--- src/rtl/core/srrip_pkg.sv ---
`default_nettype none
// ============================================================================
// srrip_pkg
// Shared types and constants of the SRRIP replacement block with per-set
// dynamic bypass.
// ============================================================================
package srrip_pkg;

    // Geometry
    localparam int NUM_SETS   = 2048;
    localparam int NUM_WAYS   = 16;
    localparam int WINDOW     = 128;
    localparam int VALUE_BITS = 2;

    localparam int SET_BITS  = $clog2(NUM_SETS);
    localparam int WAY_BITS  = 4;
    localparam int ACC_BITS  = $clog2(WINDOW);
    localparam int MISS_BITS = $clog2(WINDOW + 1);
    localparam int BYTE_BITS = 8;

    localparam logic [VALUE_BITS-1:0] VALUE_MAX = {VALUE_BITS{1'b1}};

    // Configuration register widths
    localparam int THRESH_BITS = 8;
    localparam int CUTOFF_BITS = 9;
    localparam int INSERT_BITS = 2;

    // Configuration register indexes and reset values
    localparam logic [1:0] REG_MISS_THRESHOLD = 2'd0;
    localparam logic [1:0] REG_BYPASS_CUTOFF  = 2'd1;
    localparam logic [1:0] REG_INSERT_VALUE   = 2'd2;

    localparam logic [THRESH_BITS-1:0] THRESH_RESET = 8'd89;
    localparam logic [CUTOFF_BITS-1:0] CUTOFF_RESET = 9'd128;
    localparam logic [INSERT_BITS-1:0] INSERT_RESET = 2'd2;

    // Request opcodes
    localparam logic OP_VICTIM = 1'b0;
    localparam logic OP_UPDATE = 1'b1;

    // One memory word: everything kept for a set
    typedef struct packed {
        logic                                 bypass_flag;
        logic [MISS_BITS-1:0]                 misses;
        logic [ACC_BITS-1:0]                  accesses;
        logic [NUM_WAYS-1:0][VALUE_BITS-1:0]  reref;
    } t_set_entry;

    localparam t_set_entry ENTRY_RESET = '{
        bypass_flag: 1'b0,
        misses:      '0,
        accesses:    '0,
        reref:       {NUM_WAYS{VALUE_MAX}}
    };

    // Request captured at accept
    typedef struct packed {
        logic                 opcode;
        logic [SET_BITS-1:0]  set_index;
        logic [WAY_BITS-1:0]  way;
        logic                 hit;
        logic [BYTE_BITS-1:0] addr_low_byte;
        logic [BYTE_BITS-1:0] pc_low_byte;
    } t_request;

    // Result of one item
    typedef struct packed {
        logic [WAY_BITS-1:0] victim_way;
        logic                bypassed;
        logic                set_bypass_on;
    } t_result;

    // Configuration values
    typedef struct packed {
        logic [THRESH_BITS-1:0] miss_threshold;
        logic [CUTOFF_BITS-1:0] bypass_cutoff;
        logic [INSERT_BITS-1:0] insert_value;
    } t_config;

    // Controller states
    typedef enum logic [1:0] {
        ST_CLEAR,
        ST_IDLE,
        ST_EXEC
    } t_state;

endpackage
`default_nettype wire

--- src/rtl/core/srrip_rmw.sv ---
`default_nettype none
// ============================================================================
// srrip_rmw
// Modify step of the set read-modify-write: victim selection with aging,
// window statistics, bypass decision and way promotion or insertion.
// ============================================================================
module srrip_rmw import srrip_pkg::*; (
    input  wire t_set_entry           i_entry,
    input  wire t_request             i_req,
    input  wire t_config              i_cfg,
    input  wire logic [BYTE_BITS-1:0] i_hit_cnt,
    input  wire logic [BYTE_BITS-1:0] i_miss_cnt,
    output t_set_entry                o_entry,
    output logic [BYTE_BITS-1:0]      o_hit_cnt,
    output logic [BYTE_BITS-1:0]      o_miss_cnt,
    output t_result                   o_result
);

    logic [VALUE_BITS-1:0] top;
    logic [NUM_WAYS-1:0]   cand;
    logic [VALUE_BITS-1:0] shortfall;
    logic [WAY_BITS-1:0]   victim;

    logic [ACC_BITS:0]     acc_inc;
    logic [MISS_BITS-1:0]  miss_inc;
    logic                  window_done;
    logic                  flag_new;
    logic [BYTE_BITS-1:0]  hash;
    logic                  byp;

    // Maximum value by bit planes, MSB first; cand ends as ways equal to top
    always_comb begin
        logic [NUM_WAYS-1:0] plane;
        top  = '0;
        cand = '1;
        for (int b = VALUE_BITS - 1; b >= 0; b--) begin
            for (int w = 0; w < NUM_WAYS; w++) begin
                plane[w] = cand[w] & i_entry.reref[w][b];
            end
            if (|plane) begin
                top[b] = 1'b1;
                cand   = plane;
            end
        end
    end

    // After aging by the shortfall the lowest way at top reaches the maximum
    assign shortfall = VALUE_MAX - top;

    always_comb begin
        victim = '0;
        for (int w = NUM_WAYS - 1; w >= 0; w--) begin
            if (cand[w]) begin
                victim = WAY_BITS'(w);
            end
        end
    end

    // Window statistics and global counters
    assign acc_inc     = {1'b0, i_entry.accesses} + 1'b1;
    assign miss_inc    = i_entry.misses + MISS_BITS'(!i_req.hit);
    assign window_done = acc_inc >= (ACC_BITS + 1)'(WINDOW);
    assign o_hit_cnt   = i_hit_cnt + BYTE_BITS'(i_req.hit);
    assign o_miss_cnt  = i_miss_cnt + BYTE_BITS'(!i_req.hit);

    assign flag_new = window_done ? (miss_inc > i_cfg.miss_threshold)
                                  : i_entry.bypass_flag;

    // Bypass hash over the updated counters
    assign hash = i_req.addr_low_byte ^ i_req.pc_low_byte ^ o_hit_cnt ^ o_miss_cnt;
    assign byp  = !i_req.hit && flag_new && ({1'b0, hash} < i_cfg.bypass_cutoff);

    // New memory word
    always_comb begin
        o_entry = i_entry;
        if (i_req.opcode == OP_VICTIM) begin
            for (int w = 0; w < NUM_WAYS; w++) begin
                o_entry.reref[w] = i_entry.reref[w] + shortfall;
            end
        end else begin
            o_entry.bypass_flag = flag_new;
            if (window_done) begin
                o_entry.accesses = '0;
                o_entry.misses   = '0;
            end else begin
                o_entry.accesses = acc_inc[ACC_BITS-1:0];
                o_entry.misses   = miss_inc;
            end
            // the 4-bit way field always addresses one of the 16 ways
            if (i_req.hit) begin
                o_entry.reref[i_req.way] = '0;
            end else if (!byp) begin
                o_entry.reref[i_req.way] = i_cfg.insert_value;
            end
        end
    end

    // Result fields
    always_comb begin
        if (i_req.opcode == OP_VICTIM) begin
            o_result.victim_way    = victim;
            o_result.bypassed      = 1'b0;
            o_result.set_bypass_on = i_entry.bypass_flag;
        end else begin
            o_result.victim_way    = '0;
            o_result.bypassed      = byp;
            o_result.set_bypass_on = flag_new;
        end
    end

endmodule
`default_nettype wire

--- config.mk ---
export PLATFORM = sky130hd
export DESIGN_NAME = srrip_rmw
export DESIGN_NICKNAME = d
export VERILOG_FILES = /design/src/rtl/core/srrip_pkg.sv /design/src/rtl/core/srrip_rmw.sv
export SDC_FILE = /design/constraint.sdc
export NUM_CORES = 1
export LEC_CHECK = 0
export BUFFER_PORTS_ARGS = -buffer_cell sky130_fd_sc_hd__clkbuf_2
export CAP_MARGIN = 5
export CORE_MARGIN = 5
export CORE_UTILIZATION = 50
export DETAILED_ROUTE_END_ITERATION = 12
export MAX_ROUTING_LAYER = met4
export PLACE_DENSITY = 0.91
export SLEW_MARGIN = 20
export SYNTH_ARGS = -nofsm -noshare
export SYNTH_HDL_FRONTEND = slang
export SYNTH_SLANG_ARGS = --single-unit
--- constraint.sdc ---
create_clock -name vclk -period 8.2
set_clock_uncertainty 0.1 [all_clocks]
set_input_delay 0.82 -clock vclk [all_inputs]
set_output_delay 0.82 -clock vclk [all_outputs]
set_load 0.005 [all_outputs]
; ---- Word-level counts from Yosys, hierarchy flattened
; Cells that the tools add are included.
[classes]
addsub = 21
n_lt_le_gt_ge = 5
muxes = 30
bitwise = 21
n_reduce_logical = 6
[op_table]
columns = cell, n
row1 = $mux W32, 3
row2 = $mux W4, 16
row3 = $mux W16, 3
row4 = $add A2 B2 Y2, 16
row5 = $and A32 B32 Y32, 1
row6 = $bwmux W32, 1
row7 = $not A32 Y32, 1
row8 = $reduce_or A16 Y1, 2
row9 = $add A8 B1 Y8, 3
row10 = $xor A8 B8 Y8, 3
row11 = $and A1 B1 Y1, 16
row12 = $mux W15, 1
row13 = $lt A8 B9 Y1, 1
row14 = $add A7 B1 Y8 const B, 1
row15 = $demux W2 S4, 1
row16 = $ge A8 B8 Y1 const B, 1
row17 = $gt A8 B8 Y1, 1
row18 = $mux W6, 1
row19 = $lt A4 B5 Y1 const B, 1
row20 = $ge A4 B1 Y1 const B, 1
row21 = $logic_and A1 B1 Y1, 3
row22 = $mux W1, 3
row23 = $mux W2, 1
row24 = $sub A2 B2 Y2 const A, 1
row25 = $logic_not A1 Y1, 1
[totals]
reg_bits = 0
in_bits = 116
output_inout_bits = 70

; ---- Depth between registers and ports, before layout
; Gate-level depths: netlist (run 1).
[logic_depth]
word_depth = 22
ltp_mapped = 17
depth_no_buf = 15

; ---- Least setup slack after synthesis (run 1)
; Ideal clock, no wire load.
[synth_timing]
kind = input to output
startpoint = input port i_entry[27] (netlist name)
endpoint = output port o_result[5] (netlist name)
arrival_time_ps = 3724
t_required_ps = 7280
slack_ps = 3556
cell_stages = 11
n_path_buf = 0
cell_sequence = nor4_1 nand4_1 ha_1 nand2b_1 o2111a_1 nand4_1 inv_2 o21bai_1 or3b_1 or3_1 nor4b_1
[synth_rtl]
columns = element, line_no
row1 = from (decl), srrip_rmw.sv:8  ; input wire t_set_entry i_entry,
row2 = to (decl), srrip_rmw.sv:16  ; output t_result o_result

==> results of run 1 <==
[routing by layer]
layer / vias to the layer above / share of wire / routed length [µm]
met5: - / 0 / 0
met4: 0 / 0.017 / 202
met1: 1955 / 0.42 / 4820
met2: 192 / 0.49 / 5650
li1: 2075 / - / -
met3: 24 / 0.080 / 926
[worst max-delay path by stage]
stage               cells after the start     endpoint         from
detailed placement                     13  o_result[5]  i_entry[27]
finish                                 13  o_result[5]  i_entry[27]
global route                           13  o_result[5]  i_entry[27]
CTS                                    13  o_result[5]  i_entry[27]
floorplan                              11  o_result[5]  i_entry[27]
global placement                       13  o_result[5]  i_entry[27]
[critical path: stages]
cell      delay [ns]
clkbuf_2        0.12
nor4_1          0.40
nand4_1         0.73
ha_1            0.52
nand2b_1        0.16
o2111a_1        0.15
nand4_1         0.39
inv_2           0.34
o21bai_1        0.25
or3b_1          0.38
or3_1           0.36
nor4b_1         0.38
clkbuf_2        0.18
[layout make-up]
cell class         count  area share
inverters             56      0.0497
well taps             77      0.0228
repair buffers       176       0.209
multi-input cells    397       0.719
[power breakdown]
group / switching [mW] / internal, mW
logic: 0.126 / 0.108
registers: 0 / 0
clock network: 0 / 0
[cell usage after synthesis, drive strengths merged (2+ instances only)]
cell     instances
inv             56
nand4            8
nand2b          17
o221a            6
o21a             2
and3             5
nor2b            4
or4              8
xnor2           40
o2111a           4
o21bai           6
o311a            8
xor2            15
buf              5
o2bb2ai          3
o31ai            5
or3              8
o21ai           12
nor3             3
o221ai           8
nor4            14
nor2            23
a311oi           2
a31oi            2
o311ai          11
nand2           43
xnor3            4
a211oi          10
ha              54
or2              3
nand3           32
clkbuf          19
nand4b           2
a21o             8
o211ai           4
a21oi           14
[logic make-up after synthesis]
logic type | count (synthesis) | share of synthesized area
XOR/XNOR | 59 | 0.170
buffers and inverters | 80 | 0.0936
AO/OA/AOI/OAI | 109 | 0.256
AND/OR/NAND/NOR | 174 | 0.276
multiplexers | 1 | 0.00298
adder cells (fa/ha/maj) | 54 | 0.201
[stage by stage]
step / power [mW] / std cells / setup slack, ns / util
6_report: 0.234 / 706 / 2.09 / 0.659
4_1_cts: 0.234 / 706 / 2.10 / 0.659
2_1_floorplan: 0.141 / 477 / 3.56 / -
5_1_grt: 0.260 / 706 / 1.77 / 0.659
3_3_place_gp: 0.226 / 706 / 2.18 / 0.659
3_5_place_dp: 0.232 / 706 / 2.10 / 0.659
==> impl_results.md, run 1 <==
* Status: finished, final reports clean
* Unrepaired setup endpoints after global routing: false
* GR Layer Usage met3 at 0.0254
* Hold WC Path Type: input pin to output port
* GR peak layer: met2
* Gr ovfl total at 0
* Register area at 0 µm²
* Pre-antenna DRT Iters at 5
* Leakage at 2.22 nW
* Final min period at 6.11 ns
* WP data required at 7.28 ns
* First-pass GRT wire length at 18.7 mm
* Layout clock buffers at 0
* Sequential cell count at 0
* Met2 Use GR at 0.470
* DRT iter0 DRCs at 260
* Pwr/cell area at 55.3 nW/µm²
* I/O Pins at 186
* Floorplan core area at 6420 µm²
* Share of the synthesized area in the top cell type at 0.201
* Routed len/inst at 16.4 µm
* Met1 usage at 0.332
* Post-DP HPWL at 9.71 mm
* Row count at 29
* IO Port Bufs at 175
* Commonest non-fill, non-tap cells in the layout: clkbuf_2 (174), inv_1 (55), ha_1 (54)
* Total track usage at 0.265
* Slew headroom at 0.323
* Final period util at 0.745
* Total wire length at 11.6 mm
* Seq/Total Area, Yosys at 0
* Synthesized Nets at 647
* DR DRC count at 0
* F_max at 164 MHz
* Cell area after synthesis at 3360 µm²
* Crit start category: input pin
* Max Fanout on Critical Path at 23
* Slew @ Worst Pin at 1.01 ns
* Die extent in x at 91.9 µm
* Total number of vias at 4246
* Final net count at 801
* Crit Path Category: input pin to output port
* Initial Util at 0.523
* Placed cell area at 4230 µm²
* Largest net degree at the start of global routing at 61
* Maxcap violations at 0
* Layout cells sized above 1 at 0.297
* Post-Syn Instances at 477
* WP data arrival at 5.19 ns
* Post-CTS sizing at 0
* Cell area after layout at 4230 µm²
* Worst hold start: i_miss_cnt[7]
* Post-route ant nets at 0
* Die Area at 8450 µm²
* Worst Hold Depth at 3
* Hold WS at 1.81 ns
* Hold_buf cts at 0
* Synth-to-layout area growth at 26.1%
* # diodes at 0
* Area occupied by multi-input gates at 3040 µm²
* Yosys cell types at 55
* RePlAce Congestion at 0.942
* Most common cell after layout, fill and taps aside: clkbuf_2
* Die Span Y at 91.9 µm
* Synth area leader: ha_1
* YS warnings at 0
* Initial antenna violation count at 0
* Final setup TNS at 0 ns
* Final hold viol count at 0
* Mapped Avg Cell Area at 7.04 µm²
* Hold endpoint: o_miss_cnt[7]
* Setup-violating endpoint count in the final report at 0
* Maximum vdd drop at 0.0310 mV
* Vias/cell at 6.01
* Critical Path End Type: output port
* Fill cells at 589
* Number of global-route vias before repair at 4020
* Synth area leaders: ha_1 (20%), xnor2_1 (10%), inv_1 (6.2%)
* Slew Viols, Final at 0
* Post-CTS Setup Repair Bufs at 0
Note: power is estimated with default switching activity, not from simulation.
==> run 2, diff against run 1 <==
--- a/config.mk
+++ b/config.mk
@@ -8,10 +8,10 @@
 export BUFFER_PORTS_ARGS = -buffer_cell sky130_fd_sc_hd__clkbuf_2
 export CAP_MARGIN = 5
 export CORE_MARGIN = 5
-export CORE_UTILIZATION = 50
+export CORE_UTILIZATION = 43
 export DETAILED_ROUTE_END_ITERATION = 12
 export MAX_ROUTING_LAYER = met4
-export PLACE_DENSITY = 0.91
+export PLACE_DENSITY = 0.83
 export SLEW_MARGIN = 20
 export SYNTH_ARGS = -nofsm -noshare
 export SYNTH_HDL_FRONTEND = slang
==> constraint.sdc (replaced) <==
create_clock -name vclk -period 5.6
set_clock_uncertainty 0.1 [all_clocks]
set_input_delay 0.56 -clock vclk [all_inputs]
set_output_delay 0.56 -clock vclk [all_outputs]
set_load 0.005 [all_outputs]
==> run 2 against run 1 <==
Compared with the run above: core utilization is 9.5 points lower; worst setup slack worse by 1.3 ns; hold slack lost 0.51 ns; sequential share of layout area did not move; global-route usage decreased by 1.8 points.
==> impl_results.md, run 2 (synthesis results as in run 1) <==
* Status: finished, final reports clean
* Die extent in x at 98.3 µm (+7.0%)
* F_max at 210 MHz
* Register area at 0 µm² (unchanged)
* First-pass GRT wire length at 19.7 mm (+5.9%)
* Floorplan core area at 7650 µm² (+19%)
* Post-DP HPWL at 10.3 mm (+6.1%)
* Max Fanout on Critical Path at 48 (+110%)
* DR DRC count at 0 (unchanged)
* Total track usage at 0.246 (-0.0182)
* Slew Viols, Final at 0 (unchanged)
* Layout clock buffers at 0 (unchanged)
* Crit start category: input pin
* Synth-to-layout area growth at 28.5%
* Met3 wire length at 1.05 mm (+13%)
* Pre-antenna DRT Iters at 5 (unchanged)
* WP data required at 4.94 ns (-2.34 ns)
* DRT iter0 DRCs at 278 (+6.9%)
* Worst path cell trace: clkbuf_2, inv_1, ha_1, nand2_1, nor2_1, and3_1, xor2_1, xnor3_1, ha_1, and4b_1, o21ai_0, a31oi_1, nor2_2, buf_12, or3_1, a311oi_1, clkbuf_2
* Critical Path End Type: output port
* # diodes at 0 (unchanged)
* Slowest cell on crit path: or3_1
* Largest net degree at the start of global routing at 49 (-20%)
* Slew headroom at 0.331 (+0.00772)
* Hold_buf cts at 0 (unchanged)
* Maximum vdd drop at 0.0384 mV (+24%)
* Die Span Y at 98.3 µm (+7.0%)
* Unrepaired setup endpoints after global routing: false
* Leakage at 2.25 nW (+1.2%)
* RePlAce Congestion at 0.955 (+1.4%)
* Crit-path max cell delay at 0.40 ns (-0.33 ns)
* Placed cell area at 4310 µm² (+1.9%)
* Commonest non-fill, non-tap cells in the layout: clkbuf_2 (175), inv_1 (55), ha_1 (54)
* Maxcap violations at 0 (unchanged)
* Final hold viol count at 0 (unchanged)
* Routed met2 length at 6.11 mm (+8.3%)
* Row count at 32 (+10%)
* Setup-violating endpoint count in the final report at 0 (unchanged)
* Fin util at 0.564 (-0.0949)
* Final net count at 806 (+0.62%)
* Final period util at 0.852
* Top Family by Delay on Critical Path: simple AND/OR/NAND/NOR gates
* Post-CTS sizing at 0 (unchanged)
* Slew @ Worst Pin at 1.00 ns (-0.0116 ns)
* Final min period at 4.77 ns
* Number of global-route vias before repair at 4175 (+3.9%)
* Total number of vias at 4269 (+0.54%)
* Routed len/inst at 16.8 µm (+2.1%)
* Gr ovfl total at 0 (unchanged)
* Cell area after layout at 4310 µm² (+1.9%)
* Sequential cell count at 0 (unchanged)
* Final setup TNS at 0 ns (unchanged)
* Vias/cell at 5.80 (-3.6%)
* Die Area at 9670 µm² (+14%)
* Final Power at 0.350 mW (+49%)
* Initial antenna violation count at 0 (unchanged)
* Post-CTS Setup Repair Bufs at 0 (unchanged)
* Layout cells sized above 1 at 0.303 (+0.00554)
* Hold WC Path Type: input pin to output port
* Most common cell after layout, fill and taps aside: clkbuf_2
* I/O Pins at 186 (unchanged)
* Post-route ant nets at 0 (unchanged)
* Total wire length at 12.3 mm (+6.5%)
* WP data arrival at 4.11 ns (-1.08 ns)
* IO Port Bufs at 175 (unchanged)
* Pwr/cell area at 81.1 nW/µm² (+47%)
* Crit Path Category: input pin to output port
* Post-Route M1 WL at 4.91 mm (+2.0%)
* Top sig layer: met4
* CP bufs+invs at 4 (+1)
* Initial Util at 0.439 (-0.0837)
[run 2: layout make-up]
cell class	count	area [µm²]
Fill cell	777	3330
Multi-Input combinational cell	397	3040
Tap cell	102	128
Timing Repair Buffer	181	933
Inverter	56	210
[run 2: stage by stage]
step | setup slack (ns) | hold WS [ns] | std cells
5_1_grt | 0.597 | 1.32 | 736
6_report | 0.828 | 1.30 | 736
2_1_floorplan | 1.48 | 1.08 | 477
3_3_place_gp | 0.952 | 1.30 | 736
3_5_place_dp | 0.837 | 1.30 | 736
4_1_cts | 0.827 | 1.30 | 736
[run 2: tightest hold or removal path, cell delays in order]
cell	delay, ns
clkbuf_2	0.11
xnor2_1	0.07
clkbuf_2	0.10
[run 2: worst paths after layout]
| path | from | endpoint | slack [ns] | cells past startpoint |
|---|---|---|---|---|
| max | i_req[16] | o_entry[3] | 0.83 | 17 |
| min | i_entry[35] | o_entry[35] | 1.30 | 3 |
[run 2: report_power, final]
| part | leakage (nW) | internal, mW | switching, mW |
|---|---|---|---|
| logic | 2.25 | 0.162 | 0.188 |
| registers | 0 | 0 | 0 |
| clock network | 0 | 0 | 0 |
| total | 2.25 | 0.162 | 0.188 |
[run 2: routing by layer]
metal / GRT usage / vias to the layer above
met5: - / -
met4: 0.0567 / 0
met3: 0.0229 / 25
met2: 0.439 / 210
met1: 0.299 / 1958
li1: - / 2076
